$ cat src/hw/rtl/tff_pkg.sv
// ----------------------------------------------------------------------------
// tff_pkg
// Shared types and constants of the ternary-weight FIR filter: register
// indexes, reset values, weight codes and the control group of the MAC unit.
// ----------------------------------------------------------------------------
package tff_pkg;

    localparam int MAX_TAPS_DEF    = 16;
    localparam int SAMPLE_BITS_DEF = 16;

    localparam int IN_BITS   = 16;
    localparam int OUT_BITS  = 20;
    localparam int GAIN_BITS = 16;
    localparam int CFG_BITS  = 32;
    localparam int IDX_BITS  = 2;
    localparam int TC_BITS   = 5;

    // configuration register indexes
    localparam logic [IDX_BITS-1:0] CFG_TAP_COUNT     = 2'd0;
    localparam logic [IDX_BITS-1:0] CFG_TAP_WEIGHTS   = 2'd1;
    localparam logic [IDX_BITS-1:0] CFG_DITHER_ENABLE = 2'd2;
    localparam logic [IDX_BITS-1:0] CFG_OUTPUT_GAIN   = 2'd3;

    // reset values
    localparam logic [TC_BITS-1:0]   RST_TAP_COUNT   = 5'd16;
    localparam logic [CFG_BITS-1:0]  RST_TAP_WEIGHTS = 32'h0005_5555;
    localparam logic                 RST_DITHER_EN   = 1'b1;
    localparam logic [GAIN_BITS-1:0] RST_OUTPUT_GAIN = 16'd6554;

    // 0.01 in unsigned Q0.22, and the right shift of 22 back to integer scale
    localparam logic [16:0] DITHER_SCALE = 17'd41943;
    localparam int          DITHER_SHIFT = 22;

    // ternary weight codes; 2'b10 has no meaning and acts as zero
    localparam logic [1:0] W_ZERO  = 2'b00;
    localparam logic [1:0] W_PLUS  = 2'b01;
    localparam logic [1:0] W_MINUS = 2'b11;

    typedef struct packed {
        logic clear;
        logic acc_en;
        logic mul_lo;
        logic mul_hi;
    } t_mac_ctrl;

endpackage

$ cat src/hw/rtl/ternary_fir_filter_top.sv
// ----------------------------------------------------------------------------
// ternary_fir_filter_top
// Per item: ST_WRITE, ST_TAPS, ST_DRAIN, ST_MUL_LO, ST_MUL_HI, then ST_DONE.
// Input is taken only in ST_IDLE, after the last result is loaded. ST_TAPS
// reads one history entry per cycle: single read port, one shared accumulator.
// Reset (synchronous, active low): registers to defaults, history reads zero,
// write slot zero, no result pending.
// ----------------------------------------------------------------------------
module ternary_fir_filter_top #(
    parameter int MAX_TAPS    = tff_pkg::MAX_TAPS_DEF,
    parameter int SAMPLE_BITS = tff_pkg::SAMPLE_BITS_DEF
) (
    input  logic                                i_clk,
    input  logic                                i_rst_n,
    input  logic                                i_cfg_we,
    input  logic [tff_pkg::IDX_BITS-1:0]        i_cfg_idx,
    input  logic [tff_pkg::CFG_BITS-1:0]        i_cfg_data,
    input  logic                                i_valid,
    output logic                                o_ready,
    input  logic signed [tff_pkg::IN_BITS-1:0]  i_sample_in,
    input  logic signed [tff_pkg::IN_BITS-1:0]  i_dither_sample,
    output logic                                o_valid,
    input  logic                                i_ready,
    output logic signed [tff_pkg::OUT_BITS-1:0] o_filtered_out
);
    import tff_pkg::*;

    localparam int IW = $clog2(MAX_TAPS);
    localparam int NW = $clog2(MAX_TAPS + 1);
    localparam int TW = (NW > TC_BITS) ? NW : TC_BITS;
    localparam int XW = ((SAMPLE_BITS > IN_BITS + 1) ? SAMPLE_BITS : IN_BITS + 1) + 1;
    localparam logic signed [XW-1:0] X_HI = XW'((64'sd1 <<< (SAMPLE_BITS - 1)) - 64'sd1);
    localparam logic signed [XW-1:0] X_LO = -X_HI - XW'(1);
    localparam logic [TW-1:0] TW_MAX = TW'(MAX_TAPS);

    typedef enum logic [6:0] {
        ST_IDLE   = 7'b0000001,
        ST_WRITE  = 7'b0000010,
        ST_TAPS   = 7'b0000100,
        ST_DRAIN  = 7'b0001000,
        ST_MUL_LO = 7'b0010000,
        ST_MUL_HI = 7'b0100000,
        ST_DONE   = 7'b1000000
    } t_state;

    t_state r_state, n_state;

    logic [TC_BITS-1:0]   r_tap_count;
    logic [CFG_BITS-1:0]  r_tap_weights;
    logic                 r_dither_en;
    logic [GAIN_BITS-1:0] r_gain;

    logic signed [IN_BITS-1:0]  r_sample;
    logic signed [IN_BITS-1:0]  r_dither;
    logic [IW-1:0]              r_write_slot;
    logic [IW-1:0]              r_addr;
    logic [IW-1:0]              r_tap;
    logic [1:0]                 r_code;
    logic                       r_rd_go;
    logic                       r_out_valid;
    logic signed [OUT_BITS-1:0] r_out;

    logic [TW-1:0]                w_n;
    logic [IW-1:0]                w_last;
    logic [IW-1:0]                w_slot;
    logic signed [33:0]           w_dmul;
    logic signed [33:0]           w_dround;
    logic signed [11:0]           w_scaled;
    logic signed [XW-1:0]         w_xwide;
    logic signed [SAMPLE_BITS-1:0] w_x;
    logic [CFG_BITS-1:0]          w_wshift;
    logic signed [SAMPLE_BITS-1:0] w_rd_data;
    logic signed [OUT_BITS-1:0]   w_result;
    logic                         w_accept;
    logic                         w_load_out;
    t_mac_ctrl                    w_ctrl;

    // ---------------- configuration ----------------
    always_ff @(posedge i_clk) begin
        if (!i_rst_n) begin
            r_tap_count   <= RST_TAP_COUNT;
            r_tap_weights <= RST_TAP_WEIGHTS;
            r_dither_en   <= RST_DITHER_EN;
            r_gain        <= RST_OUTPUT_GAIN;
        end else if (i_cfg_we) begin
            case (i_cfg_idx)
                CFG_TAP_COUNT:     r_tap_count   <= i_cfg_data[TC_BITS-1:0];
                CFG_TAP_WEIGHTS:   r_tap_weights <= i_cfg_data;
                CFG_DITHER_ENABLE: r_dither_en   <= i_cfg_data[0];
                CFG_OUTPUT_GAIN:   r_gain        <= i_cfg_data[GAIN_BITS-1:0];
                default: ;
            endcase
        end
    end

    // ---------------- tap count and ring slot ----------------
    always_comb begin
        if (r_tap_count == '0) begin
            w_n = TW'(1);
        end else if (TW'(r_tap_count) > TW_MAX) begin
            w_n = TW_MAX;
        end else begin
            w_n = TW'(r_tap_count);
        end
    end

    assign w_last = IW'(w_n - TW'(1));
    // slot left stale by a lowered tap count restarts at zero
    assign w_slot = (r_write_slot > w_last) ? '0 : r_write_slot;

    // ---------------- dither and saturation ----------------
    assign w_dmul   = r_dither * $signed({1'b0, DITHER_SCALE});
    assign w_dround = w_dmul + (34'sd1 <<< (DITHER_SHIFT - 1));
    assign w_scaled = $signed(w_dround[33:DITHER_SHIFT]);
    assign w_xwide  = XW'(r_sample) + (r_dither_en ? XW'(w_scaled) : '0);

    always_comb begin
        if (w_xwide > X_HI) begin
            w_x = SAMPLE_BITS'(X_HI);
        end else if (w_xwide < X_LO) begin
            w_x = SAMPLE_BITS'(X_LO);
        end else begin
            w_x = SAMPLE_BITS'(w_xwide);
        end
    end

    // taps at sixteen and beyond shift past the weight word and read as zero
    assign w_wshift = r_tap_weights >> {r_tap, 1'b0};

    // ---------------- sequencer ----------------
    assign o_ready    = (r_state == ST_IDLE);
    assign w_accept   = i_valid && o_ready;
    assign w_load_out = (r_state == ST_DONE) && (!r_out_valid || i_ready);

    always_comb begin
        n_state = r_state;
        case (r_state)
            ST_IDLE:   if (w_accept) n_state = ST_WRITE;
            ST_WRITE:  n_state = ST_TAPS;
            ST_TAPS:   if (r_tap == w_last) n_state = ST_DRAIN;
            ST_DRAIN:  n_state = ST_MUL_LO;
            ST_MUL_LO: n_state = ST_MUL_HI;
            ST_MUL_HI: n_state = ST_DONE;
            ST_DONE:   if (w_load_out) n_state = ST_IDLE;
            default:   n_state = ST_IDLE;
        endcase
    end

    always_ff @(posedge i_clk) begin
        if (!i_rst_n) begin
            r_state      <= ST_IDLE;
            r_write_slot <= '0;
            r_rd_go      <= 1'b0;
            r_out_valid  <= 1'b0;
        end else begin
            r_state <= n_state;
            r_rd_go <= (r_state == ST_TAPS);
            if (r_state == ST_WRITE) begin
                r_write_slot <= (w_slot == w_last) ? '0 : w_slot + IW'(1);
            end
            if (w_load_out) begin
                r_out_valid <= 1'b1;
            end else if (i_ready) begin
                r_out_valid <= 1'b0;
            end
        end
    end

    always_ff @(posedge i_clk) begin
        if (w_accept) begin
            r_sample <= i_sample_in;
            r_dither <= i_dither_sample;
        end
        if (r_state == ST_WRITE) begin
            r_addr <= w_slot;
            r_tap  <= '0;
        end else if (r_state == ST_TAPS) begin
            r_addr <= (r_addr == '0) ? w_last : r_addr - IW'(1);
            r_tap  <= r_tap + IW'(1);
        end
        r_code <= w_wshift[1:0];
        if (w_load_out) begin
            r_out <= w_result;
        end
    end

    // ---------------- datapath units ----------------
    tff_history #(
        .DEPTH (MAX_TAPS),
        .WIDTH (SAMPLE_BITS)
    ) u_history (
        .i_clk     (i_clk),
        .i_rst_n   (i_rst_n),
        .i_wr_en   (r_state == ST_WRITE),
        .i_wr_addr (w_slot),
        .i_wr_data (w_x),
        .i_rd_en   (r_state == ST_TAPS),
        .i_rd_addr (r_addr),
        .o_rd_data (w_rd_data)
    );

    assign w_ctrl.clear  = (r_state == ST_WRITE);
    assign w_ctrl.acc_en = r_rd_go;
    assign w_ctrl.mul_lo = (r_state == ST_MUL_LO);
    assign w_ctrl.mul_hi = (r_state == ST_MUL_HI);

    tff_mac #(
        .SAMPLE_BITS (SAMPLE_BITS),
        .MAX_TAPS    (MAX_TAPS)
    ) u_mac (
        .i_clk    (i_clk),
        .i_ctrl   (w_ctrl),
        .i_code   (r_code),
        .i_data   (w_rd_data),
        .i_gain   (r_gain),
        .o_result (w_result)
    );

    assign o_valid        = r_out_valid;
    assign o_filtered_out = r_out;

endmodule

$ cat src/hw/rtl/tff_history.sv
// ----------------------------------------------------------------------------
// tff_history
// Sample history ring: one write port, one registered read port. Per-entry
// valid bits cleared at reset make unwritten entries read as zero.
// ----------------------------------------------------------------------------
module tff_history #(
    parameter int DEPTH = 16,
    parameter int WIDTH = 16
) (
    input  logic                     i_clk,
    input  logic                     i_rst_n,
    input  logic                     i_wr_en,
    input  logic [$clog2(DEPTH)-1:0] i_wr_addr,
    input  logic signed [WIDTH-1:0]  i_wr_data,
    input  logic                     i_rd_en,
    input  logic [$clog2(DEPTH)-1:0] i_rd_addr,
    output logic signed [WIDTH-1:0]  o_rd_data
);
    logic signed [WIDTH-1:0] r_mem [DEPTH];
    logic [DEPTH-1:0]        r_valid;
    logic signed [WIDTH-1:0] r_rd_data;
    logic                    r_rd_valid;

    always_ff @(posedge i_clk) begin
        if (i_wr_en) begin
            r_mem[i_wr_addr] <= i_wr_data;
        end
        if (i_rd_en) begin
            r_rd_data <= r_mem[i_rd_addr];
        end
    end

    always_ff @(posedge i_clk) begin
        if (!i_rst_n) begin
            r_valid    <= '0;
            r_rd_valid <= 1'b0;
        end else begin
            if (i_wr_en) begin
                r_valid[i_wr_addr] <= 1'b1;
            end
            if (i_rd_en) begin
                r_rd_valid <= r_valid[i_rd_addr];
            end
        end
    end

    assign o_rd_data = r_rd_valid ? r_rd_data : '0;

endmodule

$ cat src/hw/rtl/tff_mac.sv
// ----------------------------------------------------------------------------
// tff_mac
// Shared accumulator for the ternary tap sum, followed by a two-step gain
// multiply (low and high gain byte) and floor/saturate to the output width.
// ----------------------------------------------------------------------------
module tff_mac #(
    parameter int SAMPLE_BITS = 16,
    parameter int MAX_TAPS    = 16
) (
    input  logic                                i_clk,
    input  tff_pkg::t_mac_ctrl                  i_ctrl,
    input  logic [1:0]                          i_code,
    input  logic signed [SAMPLE_BITS-1:0]       i_data,
    input  logic [tff_pkg::GAIN_BITS-1:0]       i_gain,
    output logic signed [tff_pkg::OUT_BITS-1:0] o_result
);
    import tff_pkg::*;

    // only the first sixteen taps carry weights
    localparam int NW = (MAX_TAPS < 16) ? MAX_TAPS : 16;
    localparam int AW = SAMPLE_BITS + $clog2(NW) + 1;
    localparam int PW = AW + GAIN_BITS + 1;
    localparam logic signed [PW-1:0] Y_HI = PW'((64'sd1 <<< (OUT_BITS - 1)) - 64'sd1);
    localparam logic signed [PW-1:0] Y_LO = -Y_HI - PW'(1);

    logic signed [AW-1:0]  r_acc;
    logic signed [PW-1:0]  r_prod;
    logic signed [AW-1:0]  w_data;
    logic signed [AW+8:0]  w_plo;
    logic signed [AW+8:0]  w_phi;
    logic signed [PW-1:0]  w_y;

    assign w_data = AW'(i_data);
    assign w_plo  = r_acc * $signed({1'b0, i_gain[7:0]});
    assign w_phi  = r_acc * $signed({1'b0, i_gain[15:8]});

    always_ff @(posedge i_clk) begin
        if (i_ctrl.clear) begin
            r_acc <= '0;
        end else if (i_ctrl.acc_en) begin
            case (i_code)
                W_PLUS:  r_acc <= r_acc + w_data;
                W_MINUS: r_acc <= r_acc - w_data;
                default: r_acc <= r_acc;
            endcase
        end
        if (i_ctrl.mul_lo) begin
            r_prod <= PW'(w_plo);
        end else if (i_ctrl.mul_hi) begin
            r_prod <= r_prod + $signed({w_phi, 8'h00});
        end
    end

    // arithmetic shift floors toward minus infinity
    assign w_y = r_prod >>> GAIN_BITS;

    always_comb begin
        if (w_y > Y_HI) begin
            o_result = OUT_BITS'(Y_HI);
        end else if (w_y < Y_LO) begin
            o_result = OUT_BITS'(Y_LO);
        end else begin
            o_result = OUT_BITS'(w_y);
        end
    end

endmodule

$ cat config.mk
export PLATFORM = sky130hd
export DESIGN_NAME = ternary_fir_filter_top
export DESIGN_NICKNAME = d
export VERILOG_FILES = /design/src/hw/rtl/tff_pkg.sv /design/src/hw/rtl/ternary_fir_filter_top.sv /design/src/hw/rtl/tff_history.sv /design/src/hw/rtl/tff_mac.sv
export SDC_FILE = /design/constraint.sdc
export NUM_CORES = 2
export LEC_CHECK = 0
export BUFFER_PORTS_ARGS = -buffer_cell sky130_fd_sc_hd__buf_2
export CAP_MARGIN = 10
export CORE_MARGIN = 8
export CORE_UTILIZATION = 35
export DETAILED_ROUTE_END_ITERATION = 12
export HOLD_SLACK_MARGIN = 0.05
export PLACE_DENSITY = 0.57
export SYNTH_ARGS = -nofsm -noshare
export SYNTH_HDL_FRONTEND = slang
export SYNTH_HIERARCHICAL = 1
export SYNTH_SLANG_ARGS = --single-unit
$ cat constraint.sdc
create_clock -name i_clk -period 10.1 [get_ports i_clk]
set_input_delay 2.02 -clock i_clk [delete_from_list [all_inputs] [get_ports i_clk]]
set_output_delay 2.02 -clock i_clk [all_outputs]
set_load 0.05 [all_outputs]
== After elaboration in Yosys (flattened, before gate mapping) ==
Memories as Yosys holds them, arrays and structs flattened. A register that Yosys moved wholly into a read port is not among the register bits.
Index checks and enable logic that the tools add are counted.
Storage, ports and cells
  output and inout port bits: 22
  register bits after elaboration: 205
  memories: 1
  bits in writable memories: 256
  word-level logic and storage cells: 104
  input bits: 71
Memories
  u_history.r_mem: words 16, width 16, read ports 1, clocked after memory_dff 1, write ports 1, RTL line tff_history.sv:19  | logic signed [WIDTH-1:0] r_mem [DEPTH];
Operators by class
  add/sub/neg operators: 9
  reductions and logical operators: 18
  muxes and demuxes: 27
  eq/ne operators: 17
  $lt $le $gt $ge: 9
  multipliers: 3
  bitwise gates (word level): 1
  shift operators: 1
Operator list (number)
  $mux W38: 2
  $mul A21 B9 Y30: 2
  $pmux W7 S7: 1
  $mux W16: 3
  $pmux W21 S2: 1
  $add A38 B38 Y38: 1
  $add A33 B23 Y34 const B: 1
  $mul A16 B17 Y33 const B: 1
  $shr A32 B5 Y2: 1
  $mux W4: 7
  $gt A22 B20 Y1 const B: 1
  $lt A22 B20 Y1 const B: 1
  $add A21 B16 Y21: 1
  $mux W7: 3
  $sub A21 B16 Y21: 1
  $mux W20: 1
  $add A18 B18 Y18: 1
  $gt A18 B16 Y1 const B: 1
  $lt A18 B16 Y1 const B: 1
  $mux W18: 1
  $or A16 B16 Y16: 1
  $lt A4 B5 Y1 const B: 2
  $reduce_and A2 Y1: 5
  $add A4 B1 Y4 const B: 2
  other kinds (27): 43

== Depth between registers and ports, before layout ==
  depth after elaboration: 11
  mapped depth: 33
  depth with buffers taken out: 32

== Hierarchy ==
The synthesis kept the hierarchy.
By module, submodules not included
  tff_mac: cells an instance 1970, area an instance 16487.1 um2, instances 1, seq. area each 1321.3 um2
  ternary_fir_filter_top: cells an instance 1194, area an instance 11461.0 um2, instances 1, seq. area each 3143.0 um2
  tff_history: cells an instance 463, area an instance 10950.5 um2, instances 1, seq. area each 8508.2 um2

== Worst setup path before layout ==
No wires, ideal clock.
  kind: reg2reg
  start: reg r_dither[4]
  end: mem u_history.r_mem[0][2] (data pin)
  arrival time: 7825 ps
  required time: 9809 ps
  stages on the path, launching flop included: 32
  path slack: 1983 ps
  path through: edfxtp_1 inv_1 fa_1 fa_1 inv_1 fa_1 fa_1 fa_1 inv_1 fa_1 inv_1 ha_1 and3_1 a221oi_1 nor2_1 a211oi_1 o21ai_1 a31oi_2 mux2i_1 nand4_1 ha_1 clkbuf_1 a21oi_1 o211ai_1 a31oi_1 nor2b_1 a311o_1 buf_2 clkbuf_1 a21oi_1 nor2_1 a21oi_1
On the way
  word-level cells in the longest chain between the ends: 7
RTL lines
  from (decl): RTL line ternary_fir_filter_top.sv:54  | logic signed [IN_BITS-1:0] r_dither;
  from (signal assigned): RTL line ternary_fir_filter_top.sv:172  | r_dither <= i_dither_sample;
  $mul A16 B17 Y33 (*): RTL line ternary_fir_filter_top.sv:112  | assign w_dmul = r_dither * $signed({1'b0, DITHER_SCALE});
  $add A33 B23 Y34 (*): RTL line ternary_fir_filter_top.sv:113  | assign w_dround = w_dmul + (34'sd1 <<< (DITHER_SHIFT - 1));
  $mux W18 (*): RTL line ternary_fir_filter_top.sv:115  | assign w_xwide = XW'(r_sample) + (r_dither_en ? XW'(w_scaled) : '0);
  $add A18 B18 Y18 (*): RTL line ternary_fir_filter_top.sv:115
  $lt A18 B16 Y1: RTL line ternary_fir_filter_top.sv:120  | end else if (w_xwide < X_LO) begin
  $mux W16: RTL line ternary_fir_filter_top.sv:120
  $mux W16 (*): RTL line ternary_fir_filter_top.sv:118  | if (w_xwide > X_HI) begin
  named net w_x[2]: RTL line ternary_fir_filter_top.sv:70  | logic signed [SAMPLE_BITS-1:0] w_x;
  to (decl): RTL line tff_history.sv:19
The timed path passes the listed nets; every way through them passes the cells marked *.

== Worst setup path after layout ==
  start: reg r_dither[5]
  end: mem u_history.r_mem[10][14] (data pin)
Same word-level chain as after synthesis.

==> metrics.cfg <==
[run_status]
outcome=complete, no violations

[clock_tree]
cts_sinks=469
root_buffer=clkbuf_16
clk_latency_ps=670
ctsHoldBuffers=0
cts-buffers-inserted=54
path_clk_slew_ps=60
cts.htree.levels=2
cts_tree=yes
clock_path_buffers=3

[setup_path]
timing.reg2reg.setup_slack_ps=450
cp_max_fo=19
end_kind=register
crit_start=r_dither[5]
crit_arrival_ps=9930
worstRegToRegCells=25
r2r-start=r_dither[5]
critical_path_class=register to register
required_ps=10370
r2r_end=u_history/r_mem[10][14]
crit_path_start_kind=register

[die]
die_y_um=349.4
boundaryPins=93
die_x_um=349.4
design.core.area_um2=110500
fp-row-count=122
start_util_pct=35.20
dieArea_um2=122100

[pwr]
combPwrFrac_pct=50.7
pwr-share-seq_pct=27.8
clockPowerShare_pct=21.5
switchingPower_mw=3.988
netSwitchingFraction_pct=40.56
powerDensity_nw_per_um2=228.0
vdd_drop_max_v=0.0005842
p_int_mw=5.845
leakage_nw=18.92

[logic_synthesis]
ys_warn_count=6
synth-simple-area-share_pct=12.72
yosysUniqueCellTypes=100
async_reset_ff_share_pct=0
synth_adder_area_share_pct=29.03
synthTopCellsByArea=edfxtp_1 (28%), fa_1 (18%), ha_1 (11%), dfxtp_1 (5.7%), inv_1 (5.5%)
synth_edf_count=358
syn_inst=3627
synth_fp_nets=4388
netlist_area_um2=38900
ys_ff_latch=469
yosys.area.top_type=edfxtp_1
synth_top_area_share_pct=27.64
synthXorXnorAreaFrac_pct=2.818
synth-seq-area-share_pct=33.35
synth_compound_area_share_pct=8.929
synth_ff_type=edfxtp_1
synthMuxAreaShare_pct=6.176
syn_avg_cell_area_um2=10.72
synth_top_family_by_area=adder cells

[detailed_routing]
wl_per_cell_um=18.58
drt_iter0_drc=1747
viasPerCell=4.975
ant_nets=0
vias=26006
wirelength_mm=97.11
dr.pass1.iters=5
drc_errors=0

[sta]
fin_skew_ps=80.88
fin_setup_tns_ps=0
hold_viol=0
setup_viol=0
fin_crit_ps=9655
finalCritPeriodShare_pct=95.59
fmax_mhz=103.6
worst_pin_slew_ps=1154
timing.final.max_slew_violations=0
rsz0062_at_grt=false
final.setup.worst_slack_ps=445.1
slew_headroom_pct=22.73

[global_route]
grt_pass1_vias=26881
grt_remaining_overflow=0
grt_usage_pct=15.94
antenna_found_initial=3
grt_pass1_wl_mm=154.6
grt_max_degree=63

[final_layout]
n_fill_cell=10869
drive_gt1_share_pct=10.06
finish.instance_area_um2=43120
multiInputGateArea_um2=23330
fin_nets=4454
seq_area_um2=12970
layout-area-overhead-vs-synth_pct=10.84
final_util_pct=39.01

[min_path]
min_from=r_tap_weights[23]
hold_path.class=register to register
hold_depth=2
min_to=r_tap_weights[23]

[placed_design]
io_buffers=92
gp_congestion=0.8675
pre_cts_ws_ps=540.5
hpwl_mm=71.12
dpl_cell_area_um2=41150

[run]
cap_viol_max_count=0

what timing repair did:
action                                 in CTS  in global routing
setup buffers                               0                  0
endpoints found under the hold margin       0                  0
resized for setup                           0                  1
setup endpoints to repair                   0                 31
layout by cell type (no fill, tap or decap), types with 38 or more instances in the layout:
| cell | Yosys | layout |
|---|---|---|
| inv_1 | 573 | 573 |
| nand2_1 | 363 | 363 |
| edfxtp_1 | 358 | 358 |
| fa_1 | 354 | 354 |
| ha_1 | 336 | 336 |
| and2_1 | 232 | 232 |
| nor2_1 | 161 | 148 |
| a21oi_1 | 138 | 138 |
| dfxtp_1 | 111 | 111 |
| buf_2 | 15 | 92 |
| mux4_2 | 85 | 85 |
| o21ai_0 | 66 | 66 |
| xnor2_1 | 62 | 62 |
| xor2_1 | 60 | 60 |
| nand3_1 | 57 | 57 |
| clkbuf_16 | 0 | 54 |
| buf_4 | 1 | 51 |
| a21o_1 | 48 | 48 |
| o21a_1 | 39 | 39 |
| a21boi_0 | 38 | 38 |
sequential cells by signal (all words and copies together), names as in the netlist, 2 cells and up:
register and count:
o_filtered_out 20, r_addr 4, r_code 2, r_dither 16, r_gain 16, r_sample 16
r_state 7, r_tap 4, r_tap_count 5, r_tap_weights 32, r_write_slot 4, u_history/r_mem 256
u_history/r_rd_data 16, u_history/r_valid 16, u_mac/r_acc 21, u_mac/r_prod 30
layer usage:
layer | up-vias | part of all wire, % | global-route usage [%]
met5 | - | 0 | 0
met4 | 0 | 2.0 | 3.718
met3 | 109 | 4.0 | 1.761
met2 | 464 | 49 | 27.41
met1 | 13042 | 45 | 21.61
li1 | 12391 | - | -
stage by stage:
stage	power (mW)	std cells	hold slack [ps]
after global routing	10.67	5226	483.5
after CTS	9.912	5226	463.9
after detailed placement	7.748	5125	451.3
final	9.833	5227	463.0
after global placement	7.706	5125	444.1
after floorplan	6.372	3627	435.3
worst max-delay path, stage by stage, from the launching register on:
cell and delay [ps]:
edfxtp_1 490, inv_1 190, fa_1 470, fa_1 490, fa_1 520, inv_1 50
fa_1 470, fa_1 570, inv_1 60, fa_1 530, inv_1 50, ha_1 310
and3_1 210, a221oi_1 340, nor2_1 90, a211oi_1 290, o21ai_1 210, a31oi_2 340
mux2i_1 240, nand4_1 340, ha_1 620, and3_1 250, and3_1 320, a311o_1 710
a22oi_1 200, o211ai_1 940
power groups by stage:
stage / clock network (mW) / registers [mW] / logic (mW)
6_report: 2.11 / 2.73 / 4.98
5_1_grt: 2.24 / 2.74 / 5.69
4_1_cts: 2.17 / 2.73 / 5.01
3_5_place_dp: 0 / 2.78 / 4.97
3_3_place_gp: 0 / 2.77 / 4.93
2_1_floorplan: 0 / 2.74 / 3.64
logic make-up after synthesis:
family | Yosys count
fa+ha+maj | 690
xor+xnor | 123
simple gates | 1000
mux | 122
buf+inv | 707
flops | 469
compound gates | 516
area by class of cell:
| cell class | count | share of cell area, % |
|---|---|---|
| antenna | 1 | 0.005804 |
| clock buffer | 63 | 3.236 |
| clock inverter | 38 | 1.294 |
| inverter | 574 | 4.997 |
| multi-input combinational | 2451 | 54.11 |
| sequential | 469 | 30.09 |
| tap | 1488 | 4.318 |
| timing repair buffer | 143 | 1.956 |
worst max path at each step:
| stage | to | slack (ps) | cells past startpoint |
|---|---|---|---|
| 6_report | u_history/r_mem[10][14] | 450 | 25 |
| 5_1_grt | u_history/r_mem[10][14] | 10 | 25 |
| 4_1_cts | u_history/r_mem[10][14] | 540 | 25 |
| 3_5_place_dp | u_history/r_mem[0][14] | 540 | 25 |
| 3_3_place_gp | u_history/r_mem[7][14] | 820 | 25 |
| 2_1_floorplan | u_history/r_mem[0][2] | 1980 | 31 |
cell usage after synthesis (all sizes together) (22+ instances only):
cell	count
a21oi	140
mux2i	27
ha	336
o21ai	88
a21boi	42
fa	354
nand2	364
buf	24
nor2	161
nor3	31
mux4	92
o21a	39
nand3	57
and2	232
clkbuf	109
dfxtp	111
a31oi	22
a21o	49
xnor2	63
edfxtp	358
inv	574
xor2	60
nor2b	24
Note: power is estimated with default switching activity, not from simulation.
